--- src/rtl/core/keypoint_grid_bucket_filter_defines.svh ---
// Assertion macros for the keypoint grid bucket filter RTL.
// Included by keypoint_grid_bucket_filter.sv; expects clk and rst in scope.
`ifndef KEYPOINT_GRID_BUCKET_FILTER_DEFINES_SVH
`define KEYPOINT_GRID_BUCKET_FILTER_DEFINES_SVH

// Same-cycle implication, quiet during reset
`define KGBF_ASSERT_NOW(lbl, ante, cons, msg) \
  lbl: assert property (@(posedge clk) disable iff (rst) (ante) |-> (cons)) else $error(msg);

// Next-cycle implication, quiet during reset
`define KGBF_ASSERT_NEXT(lbl, ante, cons, msg) \
  lbl: assert property (@(posedge clk) disable iff (rst) (ante) |=> (cons)) else $error(msg);

`endif

--- src/rtl/core/kgbf_pkg.sv ---
// Shared types and constants for the keypoint grid bucket filter.
// No dependencies; imported by every module of the block.
package kgbf_pkg;

  localparam int COORD_W     = 12;
  localparam int POINT_W     = 16;
  localparam int TAG_W       = 10;
  localparam int CELL_W      = 8;
  localparam int CFG_IDX_W   = 1;
  localparam int CFG_DATA_W  = 12;

  localparam int GRID_COLS_DEFAULT = 16;
  localparam int GRID_ROWS_DEFAULT = 16;

  localparam logic [COORD_W-1:0] WIDTH_RESET  = 12'd640;
  localparam logic [COORD_W-1:0] HEIGHT_RESET = 12'd480;

  // Register indexes
  localparam logic [CFG_IDX_W-1:0] REG_IMAGE_WIDTH  = 1'd0;
  localparam logic [CFG_IDX_W-1:0] REG_IMAGE_HEIGHT = 1'd1;

  // Result status codes
  localparam logic [1:0] ST_KEPT      = 2'd0;
  localparam logic [1:0] ST_OUT_IMAGE = 2'd1;
  localparam logic [1:0] ST_OUT_GRID  = 2'd2;
  localparam logic [1:0] ST_TAKEN     = 2'd3;

  typedef struct packed {
    logic                      first_in_set;
    logic signed [POINT_W-1:0] point_x;
    logic signed [POINT_W-1:0] point_y;
    logic [TAG_W-1:0]          match_tag;
  } point_t;

  typedef struct packed {
    logic              keep;
    logic [TAG_W-1:0]  tag_out;
    logic [1:0]        status;
    logic [CELL_W-1:0] cell_index;
  } result_t;

  // Occupancy map control from the sequencer
  typedef struct packed {
    logic clear;
    logic rd_en;
    logic commit;
  } occ_ctl_t;

  // Divider status back to the sequencer
  typedef struct packed {
    logic busy;
    logic done;
  } div_stat_t;

endpackage

--- src/rtl/core/keypoint_grid_bucket_filter.sv ---
// Keypoint grid bucket filter: keeps the first keypoint in each grid cell.
// Usage:
//   point channel (point_valid/point_stall/point) takes one keypoint word;
//   result channel (result_valid/result_stall/result) gives one word per point.
//   cfg_we/cfg_index/cfg_data write image_width (0) or image_height (1); the
//   cell steps are recomputed at the write. Write only while the block is idle.
// Sequence:
//   A point inside the grid is judged by two restoring dividers that produce
//   one quotient bit per cycle, QB = clog2(max(GRID_COLS, GRID_ROWS)) bits,
//   then one occupancy memory read and, for a kept point, one write back.
//   Its result is loaded into the output register from S_LOOKUP, after
//   S_CHECK, S_DIV and S_READ; a new point is taken only back in S_IDLE.
//   A point outside the image or grid has its result loaded from S_CHECK,
//   and the next point is taken once the block is back in S_IDLE.
// Reset clears the occupancy map and loads 640 x 480. A result waits in the
// output register while result_stall is high; the next point may be accepted
// meanwhile but is held before the output until the register frees up.
`include "keypoint_grid_bucket_filter_defines.svh"

module keypoint_grid_bucket_filter
  import kgbf_pkg::*;
#(
  parameter int GRID_COLS = GRID_COLS_DEFAULT,
  parameter int GRID_ROWS = GRID_ROWS_DEFAULT
) (
  input  logic                  clk,
  input  logic                  rst,
  input  logic                  point_valid,
  output logic                  point_stall,
  input  point_t                point,
  output logic                  result_valid,
  input  logic                  result_stall,
  output result_t               result,
  input  logic                  cfg_we,
  input  logic [CFG_IDX_W-1:0]  cfg_index,
  input  logic [CFG_DATA_W-1:0] cfg_data
);

  localparam int COL_W  = (GRID_COLS > 1) ? $clog2(GRID_COLS) : 1;
  localparam int ROW_W  = (GRID_ROWS > 1) ? $clog2(GRID_ROWS) : 1;
  localparam int QB     = (COL_W > ROW_W) ? COL_W : ROW_W;
  localparam int LIM_W  = COORD_W + 7;
  localparam int NUM_W  = ($clog2(GRID_COLS * GRID_ROWS) > CELL_W) ?
                          $clog2(GRID_COLS * GRID_ROWS) : CELL_W;

  // Reciprocals for the cell steps, exact for 12-bit sizes and up to 64 cells
  localparam int RCP_SH = COORD_W + 6;
  localparam int RCP_W  = RCP_SH + 1;
  localparam int PROD_W = COORD_W + RCP_W;
  localparam logic [RCP_W-1:0] COL_RCP =
    RCP_W'(((1 << RCP_SH) + GRID_COLS - 1) / GRID_COLS);
  localparam logic [RCP_W-1:0] ROW_RCP =
    RCP_W'(((1 << RCP_SH) + GRID_ROWS - 1) / GRID_ROWS);

  localparam logic [2:0] S_IDLE   = 3'd0;
  localparam logic [2:0] S_CHECK  = 3'd1;
  localparam logic [2:0] S_DIV    = 3'd2;
  localparam logic [2:0] S_READ   = 3'd3;
  localparam logic [2:0] S_LOOKUP = 3'd4;

  logic [2:0]          state;
  logic [2:0]          state_next;
  logic [COORD_W-1:0]  image_width;
  logic [COORD_W-1:0]  image_height;
  logic [COORD_W-1:0]  column_step;
  logic [COORD_W-1:0]  row_step;
  logic [PROD_W-1:0]   col_prod;
  logic [PROD_W-1:0]   row_prod;
  logic [POINT_W-1:0]  x_q;
  logic [POINT_W-1:0]  y_q;
  logic [TAG_W-1:0]    tag_q;
  logic                accept;
  logic                out_free;
  logic                load;
  logic                div_start;
  logic                out_image;
  logic                out_grid;
  logic [LIM_W-1:0]    col_limit;
  logic [LIM_W-1:0]    row_limit;
  logic [QB-1:0]       quo_x;
  logic [QB-1:0]       quo_y;
  logic [COL_W-1:0]    col;
  logic [ROW_W-1:0]    row;
  logic [NUM_W-1:0]    cell_num;
  logic                taken;
  occ_ctl_t            occ_ctl;
  div_stat_t           col_stat;
  div_stat_t           row_stat;
  result_t             result_next;

  assign point_stall = (state != S_IDLE);
  assign accept      = point_valid && !point_stall;
  assign out_free    = !result_valid || !result_stall;

  // Divide the written size by the grid count with a reciprocal multiply
  assign col_prod = PROD_W'(cfg_data) * PROD_W'(COL_RCP);
  assign row_prod = PROD_W'(cfg_data) * PROD_W'(ROW_RCP);

  // Configuration registers and derived cell steps
  always_ff @(posedge clk) begin
    if (rst) begin
      image_width  <= WIDTH_RESET;
      image_height <= HEIGHT_RESET;
      column_step  <= COORD_W'(WIDTH_RESET / GRID_COLS);
      row_step     <= COORD_W'(HEIGHT_RESET / GRID_ROWS);
    end else if (cfg_we) begin
      unique case (cfg_index)
        REG_IMAGE_WIDTH: begin
          image_width <= cfg_data;
          column_step <= col_prod[RCP_SH +: COORD_W];
        end
        REG_IMAGE_HEIGHT: begin
          image_height <= cfg_data;
          row_step     <= row_prod[RCP_SH +: COORD_W];
        end
        default: begin
        end
      endcase
    end
  end

  // Capture the accepted word
  always_ff @(posedge clk) begin
    if (accept) begin
      x_q   <= point.point_x;
      y_q   <= point.point_y;
      tag_q <= point.match_tag;
    end
  end

  // Bounds: a negative coordinate compares as a large unsigned value
  assign out_image = (x_q >= POINT_W'(image_width)) || (y_q >= POINT_W'(image_height));
  assign col_limit = LIM_W'(column_step) * LIM_W'(GRID_COLS);
  assign row_limit = LIM_W'(row_step) * LIM_W'(GRID_ROWS);
  assign out_grid  = (column_step == '0) || (row_step == '0) ||
                     (LIM_W'(x_q[COORD_W-1:0]) >= col_limit) ||
                     (LIM_W'(y_q[COORD_W-1:0]) >= row_limit);

  assign col      = quo_x[COL_W-1:0];
  assign row      = quo_y[ROW_W-1:0];
  assign cell_num = NUM_W'(row) * NUM_W'(GRID_COLS) + NUM_W'(col);

  // Sequencer: next state, divider start, memory control, result word
  always_comb begin
    state_next      = state;
    div_start       = 1'b0;
    load            = 1'b0;
    occ_ctl.clear   = 1'b0;
    occ_ctl.rd_en   = 1'b0;
    occ_ctl.commit  = 1'b0;
    result_next.keep       = 1'b0;
    result_next.tag_out    = tag_q;
    result_next.status     = ST_OUT_IMAGE;
    result_next.cell_index = '0;
    unique case (state)
      S_IDLE: begin
        if (accept) begin
          occ_ctl.clear = point.first_in_set;
          state_next    = S_CHECK;
        end
      end
      S_CHECK: begin
        if (out_image || out_grid) begin
          result_next.status = out_image ? ST_OUT_IMAGE : ST_OUT_GRID;
          if (out_free) begin
            load       = 1'b1;
            state_next = S_IDLE;
          end
        end else begin
          div_start  = 1'b1;
          state_next = S_DIV;
        end
      end
      S_DIV: begin
        if (col_stat.done) begin
          state_next = S_READ;
        end
      end
      S_READ: begin
        occ_ctl.rd_en = 1'b1;
        state_next    = S_LOOKUP;
      end
      S_LOOKUP: begin
        result_next.cell_index = cell_num[CELL_W-1:0];
        result_next.status     = taken ? ST_TAKEN : ST_KEPT;
        result_next.keep       = !taken;
        if (out_free) begin
          load           = 1'b1;
          occ_ctl.commit = !taken;
          state_next     = S_IDLE;
        end
      end
      default: begin
        state_next = S_IDLE;
      end
    endcase
  end

  always_ff @(posedge clk) begin
    if (rst) begin
      state <= S_IDLE;
    end else begin
      state <= state_next;
    end
  end

  // Output register: hold while stalled, load when free
  always_ff @(posedge clk) begin
    if (rst) begin
      result_valid <= 1'b0;
    end else if (load) begin
      result_valid <= 1'b1;
    end else if (!result_stall) begin
      result_valid <= 1'b0;
    end
  end

  always_ff @(posedge clk) begin
    if (load) begin
      result <= result_next;
    end
  end

  kgbf_div #(
    .QUO_W (QB)
  ) u_div_col (
    .clk      (clk),
    .rst      (rst),
    .start    (div_start),
    .dividend (x_q[COORD_W-1:0]),
    .divisor  (column_step),
    .stat     (col_stat),
    .quotient (quo_x)
  );

  kgbf_div #(
    .QUO_W (QB)
  ) u_div_row (
    .clk      (clk),
    .rst      (rst),
    .start    (div_start),
    .dividend (y_q[COORD_W-1:0]),
    .divisor  (row_step),
    .stat     (row_stat),
    .quotient (quo_y)
  );

  kgbf_occ #(
    .GRID_COLS (GRID_COLS),
    .GRID_ROWS (GRID_ROWS),
    .COL_W     (COL_W),
    .ROW_W     (ROW_W)
  ) u_occ (
    .clk   (clk),
    .rst   (rst),
    .ctl   (occ_ctl),
    .row   (row),
    .col   (col),
    .taken (taken)
  );

  // Checks
  `KGBF_ASSERT_NEXT(a_accept_to_check, accept, state == S_CHECK, "accepted word not checked")
  `KGBF_ASSERT_NEXT(a_commit_keeps, occ_ctl.commit, result_valid && result.keep, "commit, no keep")
  `KGBF_ASSERT_NOW(a_keep_status, result_valid, result.keep == (result.status == ST_KEPT), "keep flag and status disagree")
  `KGBF_ASSERT_NOW(a_div_active, state == S_DIV, col_stat.busy || col_stat.done, "waiting on an idle divider")
  `KGBF_ASSERT_NOW(a_div_lockstep, 1'b1, col_stat == row_stat, "dividers out of step")

endmodule

--- src/rtl/core/kgbf_div.sv ---
// Restoring divider, one quotient bit per cycle, for grid column/row lookup.
// Depends on kgbf_pkg; the caller guarantees the quotient fits QUO_W bits.
module kgbf_div
  import kgbf_pkg::*;
#(
  parameter int QUO_W = 4
) (
  input  logic               clk,
  input  logic               rst,
  input  logic               start,
  input  logic [COORD_W-1:0] dividend,
  input  logic [COORD_W-1:0] divisor,
  output div_stat_t          stat,
  output logic [QUO_W-1:0]   quotient
);

  localparam int DSR_W = COORD_W + QUO_W - 1;
  localparam int CNT_W = (QUO_W > 1) ? $clog2(QUO_W) : 1;

  logic [COORD_W-1:0] rem;
  logic [DSR_W-1:0]   dsr;
  logic [CNT_W-1:0]   count;
  logic               busy;
  logic               done;
  logic               ge;

  // Trial subtract against the shifted divisor
  assign ge = DSR_W'(rem) >= dsr;

  // Control: count QUO_W iterations, pulse done at the end
  always_ff @(posedge clk) begin
    if (rst) begin
      busy  <= 1'b0;
      done  <= 1'b0;
      count <= '0;
    end else begin
      done <= 1'b0;
      if (start) begin
        busy  <= 1'b1;
        count <= CNT_W'(QUO_W - 1);
      end else if (busy) begin
        if (count == '0) begin
          busy <= 1'b0;
          done <= 1'b1;
        end
        count <= count - 1'b1;
      end
    end
  end

  // Datapath: remainder, divisor and quotient shift
  always_ff @(posedge clk) begin
    if (start) begin
      rem      <= dividend;
      dsr      <= DSR_W'(divisor) << (QUO_W - 1);
      quotient <= '0;
    end else if (busy) begin
      if (ge) begin
        rem <= rem - dsr[COORD_W-1:0];
      end
      quotient <= QUO_W'({quotient, ge});
      dsr      <= dsr >> 1;
    end
  end

  assign stat.busy = busy;
  assign stat.done = done;

endmodule

--- src/rtl/core/kgbf_occ.sv ---
// Occupancy map: one row of cell bits per memory word, with per-row valid flops.
// Depends on kgbf_pkg; registered read, read-modify-write on commit.
module kgbf_occ
  import kgbf_pkg::*;
#(
  parameter int GRID_COLS = GRID_COLS_DEFAULT,
  parameter int GRID_ROWS = GRID_ROWS_DEFAULT,
  parameter int COL_W     = (GRID_COLS > 1) ? $clog2(GRID_COLS) : 1,
  parameter int ROW_W     = (GRID_ROWS > 1) ? $clog2(GRID_ROWS) : 1
) (
  input  logic             clk,
  input  logic             rst,
  input  occ_ctl_t         ctl,
  input  logic [ROW_W-1:0] row,
  input  logic [COL_W-1:0] col,
  output logic             taken
);

  logic [GRID_COLS-1:0] mem [GRID_ROWS];
  logic [GRID_ROWS-1:0] row_valid;
  logic [GRID_COLS-1:0] rd_word;
  logic                 rd_valid;
  logic [ROW_W-1:0]     row_q;
  logic [GRID_COLS-1:0] word_now;

  // A row not written since the last clear reads as empty
  assign word_now = rd_valid ? rd_word : '0;
  assign taken    = word_now[col];

  // Memory: registered read, write back the row with the cell set
  always_ff @(posedge clk) begin
    if (ctl.rd_en) begin
      rd_word  <= mem[row];
      rd_valid <= row_valid[row];
      row_q    <= row;
    end
    if (ctl.commit) begin
      mem[row_q] <= word_now | (GRID_COLS'(1) << col);
    end
  end

  // Row valid flags: drop all on a new set, mark a row once written
  always_ff @(posedge clk) begin
    if (rst) begin
      row_valid <= '0;
    end else if (ctl.clear) begin
      row_valid <= '0;
    end else if (ctl.commit) begin
      row_valid[row_q] <= 1'b1;
    end
  end

endmodule
--- config.mk ---
export PLATFORM = sky130hd
export DESIGN_NAME = keypoint_grid_bucket_filter
export DESIGN_NICKNAME = d
export VERILOG_FILES = /design/src/rtl/core/kgbf_pkg.sv /design/src/rtl/core/keypoint_grid_bucket_filter.sv /design/src/rtl/core/kgbf_div.sv /design/src/rtl/core/kgbf_occ.sv
export VERILOG_INCLUDE_DIRS = /design/src /design/src/rtl/core
export SDC_FILE = /design/constraint.sdc
export NUM_CORES = 1
export LEC_CHECK = 0
export BUFFER_PORTS_ARGS = -buffer_cell sky130_fd_sc_hd__buf_2
export CAP_MARGIN = 20
export CORE_ASPECT_RATIO = 1.1
export CORE_UTILIZATION = 39
export DETAILED_ROUTE_END_ITERATION = 8
export HOLD_SLACK_MARGIN = 0.05
export PLACE_DENSITY_LB_ADDON = 0.05
export REMOVE_ABC_BUFFERS = 1
export SLEW_MARGIN = 5
export SYNTH_ARGS = -nofsm -noshare
export SYNTH_HDL_FRONTEND = slang
export SYNTH_HIERARCHICAL = 1
export SYNTH_SLANG_ARGS = --single-unit
--- constraint.sdc ---
create_clock -name clk -period 4.71 [get_ports clk]
set_input_delay 0 -clock clk [delete_from_list [all_inputs] [get_ports clk]]
set_output_delay 0 -clock clk [all_outputs]
set_load 0.005 [all_outputs]
### After elaboration in Yosys (flattened, before gate mapping)

Memory sizes are Yosys's and may differ from the RTL's. A register that Yosys moved wholly into a read port is not among the register bits.
Index checks and enable logic that the tools add are counted.

* register bits: 195
* memory bits (writable): 256
* output and inout port bits: 23
* word-level logic and storage cells: 139
* memories: 1

Memory list
* u_occ.mem: depth 16, width 16, rd ports 1, clocked after Yosys merged registers in 1, wr ports 1, line kgbf_occ.sv:19 `logic [GRID_COLS-1:0] mem [GRID_ROWS];`

* add/sub/neg operators: 5
* $lt $le $gt $ge: 10
* equal/unequal tests: 7
* shift operators: 1
* muxes and demuxes: 51
* bitwise operators: 4
* reductions and logical operators: 29

Operators by type and width (count)
* 12-bit two-way mux: 6
* 16-bit by 12-bit >= comparator with 1-bit output: 2
* 16-bit bitwise OR: 2
* 12-bit by 14-bit >= comparator with 1-bit output: 2
* 14-bit two-way mux: 2
* 12-bit >= comparator: 2
* 12-bit logical NOT: 2
* 12-bit subtractor: 2
* 1-bit two-way mux: 23
* 11-bit two-way mux: 2
* 16-bit two-way mux: 1
* 1-bit by 4-bit << shifter with 16-bit output (first input constant): 1
* 4-bit by 5-bit less-than comparator with 1-bit output (second input constant): 3
* 3-bit case mux with 5 select lines: 1
* 2-bit two-way mux: 7
* 3-bit two-way mux: 4
* 2-bit AND reduction: 5
* 8-bit by 4-bit adder with 8-bit output: 1
* 1-bit binary-select mux with 4-bit select: 2
* 2-bit nonzero test: 4
* 3-bit by 2-bit == test with 1-bit output (second input constant): 2
* 1-bit logical OR: 6
* 1-bit demux with 4-bit select: 1
* 4-bit by 1-bit >= comparator with 1-bit output (second input constant): 1
* other kinds (15): 23

### Longest topological paths before layout

Gate-level depths: netlist of run 1.

* depth after elaboration: 9
* gate-level depth with buffers: 13

### Modules after synthesis

Netlist of run 1, hierarchy kept.

By module, submodules not included
* kgbf_occ: times used 1, cells an instance 489, area each 11250.8 µm², sequential area each 8638.3 µm²
* kgbf_div: times used 2, cells an instance 212, area each 2043.2 µm², sequential area each 940.9 µm²
* keypoint_grid_bucket_filter: times used 1, cells an instance 327, area each 3867.5 µm², sequential area each 2452.4 µm²

### Worst setup path before layout of run 1

OpenSTA, ideal clock, no wires.

* path type: register -> register
* start point: register u_div_col.quotient[1]
* end point: memory u_occ/mem[0][0] (netlist bit), enable pin
* setup time: 0.412 ns
* arrival time: 3.536 ns
* slack: 0.762 ns
* stages on the path, launching flop included: 10
* buffers on the path: 1
* path through: dfxtp_1 > buf_2 > mux4_2 > o211a_1 > o21ai_0 > nand2_1 > nor2_1 > and2_1 > or3b_2 > nor3_1

RTL lines
* start: declaration: line kgbf_div.sv:14 `output logic [QUO_W-1:0] quotient`
* start signal: assignment: line kgbf_div.sv:61 `quotient <= QUO_W'({quotient, ge});`
* end: declaration: line kgbf_occ.sv:19

==> run metrics, run 1 <==
Comb power frac=0.028; CTS buffer count=48; VDD IR max=0.000299 V; Mapped Avg Cell Area=15.5 sq um; Via Count=11.0k; critical path's slowest cell=dfxtp_1; die width=213 microns; Seq pwr share=0.521; clock share of power=0.451; vias per inst=5.21; RSZ-0062 raised after global routing=no; Critical Path Sink Type=flip-flop; 1st-pass router iterations=5; CP Class=reg -> reg; Tmin final=3.50 ns; Placed Area=0.0205 sq mm; total track usage=0.193; Slew headroom=0.303; final worst-path cycle share=0.742; commonest cells after routing, fill and taps aside=edfxtp_1, nand2_1, mux4_2, buf_2, dlygate4sd3_1; Worst Path Required=4.97 ns; Area growth syn-to-layout=19.2%; Initial DRC Count=750; num rows=84; # IOs=84; layout cells sized above 1=0.220; Min-Delay Path Class=in -> reg; cell count after synthesis=1235; Fin Hold WS=0.126 ns; Int Pwr=0.00669 W; pre-CTS setup slack=1.18 ns; Static Leak=7.80 nW; synth warn=6; CP peak stage delay=0.67 ns; fin nets=1547; Total Routed Length=47000 microns; actual slew at the worst max-slew pin=1.05 ns; placed insts=1955; vias in the first global route=11.2k; Max clock buf depth=3; most common cell after layout, fill and taps aside=edfxtp_1; Fin. Hold Viols=0; final instance count without filler cells=2115; WL/cell=22.2 microns; Max Fclk=286 MHz; final setup margin=1.21 ns; Initial Utilization=0.398; Root Buffer=clkbuf_16; total power divided by cell area=368 mW/mm^2; core area=0.0481 sq mm; H-tree level count=2; fin area=0.0228 sq mm; GRT overflow=0; pin count of the biggest net entering global routing=66; Critical Path Source Type=flip-flop; Net Sw Power=0.00172 W; Post-CTS Resized=0; Detailed Place HPWL=30700 microns; run status=finished, final reports clean; antenna cells=0; Final Max Tran Viols=0; crit path max fanout=17; RePlAce Congestion=0.788; Final setup viols=0; initial antenna violation count=0; Syn Std Cell Area=0.0192 sq mm; chip height=234 microns; CTS tree=yes; clock sink total=453; Max-Cap Viols=0; Reg clk slew, reported paths=0.06 ns; Antenna Nets Post-Route=0; post-route DRC violation count=0; Buffers on Ports=83; worst-path cell chain=mux4_2 > o211a_1 > a22oi_1 > nand2_1 > nor2_1 > and2_1 > or3b_2 > nor3_2 > buf_4; die area=0.0500 sq mm; Skew-Pair Late Insertion Delay=0.59 ns; sw frac=0.205; first-pass GRT wire length=70300 microns; critical path arrival=3.75 ns; Clock Skews=0.0184 ns
[layer usage]
metal / part of all wire / track usage / vias up
met4: 0.025 / 0.0621 / 0
li1: - / - / 5128
met2: 0.50 / 0.330 / 227
met1: 0.43 / 0.252 / 5598
met3: 0.039 / 0.0281 / 66
met5: 0 / 0 / -
[power groups by stage]
stage | Clock (W) | Combinational [W] | Sequential (W)
floorplan | 0 | 0.000102 | 0.00446
global placement | 0 | 0.000189 | 0.00447
detailed placement | 0 | 0.000190 | 0.00447
CTS | 0.00391 | 0.000237 | 0.00438
global route | 0.00404 | 0.000263 | 0.00439
finish | 0.00379 | 0.000235 | 0.00438
[through the flow]
step	total power, W	util	setup TNS [ns]
2_1_floorplan	0.00456	-	-286.83
3_3_place_gp	0.00466	0.426	0
3_5_place_dp	0.00466	0.427	0
4_1_cts	0.00853	0.474	0
5_1_grt	0.00869	0.474	0
6_report	0.00841	0.474	0
[state kept, by name, summed over array words and instances, names as in the netlist, 10 cells and up]
signal	count
u_occ/row_valid	16
u_div_row/dsr	15
u_div_col/rem	12
u_occ/mem	256
tag_q	10
image_width	12
y_q	16
u_div_col/dsr	15
u_div_row/rem	12
image_height	12
result	21
x_q	16
u_occ/rd_word	16
[area by class of cell]
type | count | area, sq um
Clock buffer | 65 | 1260
Clock inverter | 23 | 302
Fill cell | 4295 | 25300
Inverter | 68 | 255
Multi-Input combinational cell | 669 | 5760
Sequential cell | 453 | 13000
Tap cell | 645 | 807
Timing Repair Buffer | 192 | 1480
[worst paths after layout]
kind                                                    startpoint                         to  slack [ns]  cells after the start
worst max-delay path            u_div_col/quotient[1]$_SDFFE_PP0P_  u_occ/mem[0][7]$_DFFE_PP_        1.21                      9
worst min-delay path                                      point[7]         tag_q[7]$_DFFE_PP_        0.13                      2
worst max register to register  u_div_col/quotient[1]$_SDFFE_PP0P_  u_occ/mem[0][7]$_DFFE_PP_        1.21                      9
worst min register to register                  tag_q[1]$_DFFE_PP_       result[11]$_DFFE_PP_        0.41                      0
[worst max-delay path: cells and delay by family (launching register included)]
family                 cells  cell delay, ns
multiplexers               1            0.58
AO/OA/AOI/OAI              2            0.39
flip-flops                 1            0.67
AND/OR/NAND/NOR            5            1.22
buffers and inverters      1            0.30
[timing repair]
action                    4_1_cts  5_1_grt
hold buffers                   71        0
buffers inserted                0        0
hold endpoints to repair       93        0
Note: power is estimated with default switching activity, not from simulation.
==> run 2: changes to the inputs <==
Settings changed: ABC_AREA set to 1.
Clock period 4.71 ns to 3.64 ns, I/O delays scaled along.
==> run metrics, run 2 <==
initial antenna violation count=0; Slew headroom=0.411; layout cells sized above 1=0.122; Min-Delay Path Class=in -> reg; die width=219 microns; cell count after synthesis=1992; Total Routed Length=54200 microns; Clock Skews=0.0308 ns; top flop regs=u_occ/mem x256, result x21; total track usage=0.207; Antenna Nets Post-Route=0; vias in the first global route=13.9k; CTS buffer count=49; vias per inst=4.87; RePlAce Congestion=0.840; Area growth syn-to-layout=17.3%; Placed Area=0.0216 sq mm; critical path arrival=3.58 ns; Max clock buf depth=3; actual slew at the worst max-slew pin=0.883 ns; FF-to-FF path depth=16; chip height=241 microns; Mapped Avg Cell Area=10.2 sq um; Skew-Pair Late Insertion Delay=0.60 ns; Net Sw Power=0.00257 W; Static Leak=9.50 nW; first-pass GRT wire length=82000 microns; fin area=0.0237 sq mm; Max Fclk=322 MHz; Top reg by flops=u_occ/mem; filler cell count=4845; most common cell after layout, fill and taps aside=nand2_1; Max-Cap Viols=0; Via Count=14.0k; fin nets=2288; VDD IR max=0.000356 V; commonest cells after routing, fill and taps aside=nand2_1, edfxtp_1, nor2_1, inv_1, nand3_1; Final setup viols=0; final setup margin=0.532 ns; Final Max Tran Viols=0; Tmin final=3.11 ns; Int Pwr=0.00866 W; Core Util, Final=0.463; Initial DRC Count=963; WL/cell=18.8 microns; die area=0.0528 sq mm; total power divided by cell area=473 mW/mm^2; Worst Hold Depth=2; Critical Path Sink Type=flip-flop; Critical Path Source Type=flip-flop; Fin. Hold Viols=0; post-route DRC violation count=0; 1st-pass router iterations=5; Detailed Place HPWL=35200 microns; CP Class=reg -> reg; R2R Setup Slk=0.53 ns; core area=0.0513 sq mm; Final Power=0.0112 W; clock share of power=0.418; Reg clk slew, reported paths=0.06 ns; Syn Std Cell Area=0.0202 sq mm; Seq pwr share=0.511; antenna cells=0; sw frac=0.229; Comb power frac=0.070; RSZ-0062 raised after global routing=no; num rows=87; final worst-path cycle share=0.854; synth warn=6; pin count of the biggest net entering global routing=185; crit path max fanout=19; run status=finished, final reports clean; max FFs per register=256; # IOs=84; Buffers on Ports=83; Worst Path Required=4.12 ns; pre-CTS setup slack=0.456 ns; GRT overflow=0; Root Buffer=clkbuf_16; CTS tree=yes; Fin Hold WS=0.114 ns; clock sink total=453; H-tree level count=2; Initial Utilization=0.395
run 2: final timing paths:
kind,to,startpoint
worst min-delay path,y_q[12]$_DFFE_PP_,point[22]
worst min register to register,result[16]$_DFFE_PP_,tag_q[6]$_DFFE_PP_
worst max-delay path,u_div_col/count[1]$_SDFFE_PP0P_,x_q[3]$_DFFE_PP_
worst max register to register,u_div_col/count[1]$_SDFFE_PP0P_,x_q[3]$_DFFE_PP_
run 2: power groups by stage:
stage               logic (W)  registers (W)  clock network [W]
finish               0.000790        0.00575            0.00470
global route         0.000877        0.00575            0.00503
CTS                  0.000801        0.00575            0.00484
detailed placement   0.000742        0.00585                  0
global placement     0.000739        0.00585                  0
floorplan            0.000408        0.00586                  0
run 2: repair_timing:
item,CTS,global route
setup endpoints to repair,0,16
endpoints found under the hold margin,101,0
hold buffers,63,0
gates resized for setup,0,1
buffers inserted,0,0
run 2: cell type report:
class	count	area, sq um	area share
inverters	235	883	0.0372
well taps	667	835	0.0351
clock buffers	77	1420	0.0599
multi-input cells	1237	6060	0.255
clock inverters	15	104	0.00437
repair buffers	197	1480	0.0623
flip-flops and latches	453	13000	0.546
run 2: worst max-delay path: stages (launching register included):
cell,delay [ns]
edfxtp_1,0.43
ha_1,0.32
nand2_1,0.08
nor2_1,0.05
nor2_1,0.09
nand2_1,0.07
nand2_1,0.07
nand2_1,0.06
nand2_1,0.09
nand2_2,0.07
nor2_4,0.11
nand2_4,0.07
nor2_4,0.18
inv_1,0.23
nand2_1,0.64
inv_1,0.17
a221oi_1,0.28
run 2: per-stage QoR:
step,cells,TNS (ns)
global route,2881,0
floorplan,1925,-33.03
detailed placement,2726,0
global placement,2726,0
finish,2881,0
CTS,2881,0
run 2: layer usage:
layer | GRT usage | part of all wire | vias up
met4 | 0.0741 | 0.028 | 0
met1 | 0.270 | 0.45 | 6663
met3 | 0.0256 | 0.032 | 75
met5 | 0 | 0 | -
li1 | - | - | 7046
met2 | 0.355 | 0.49 | 236
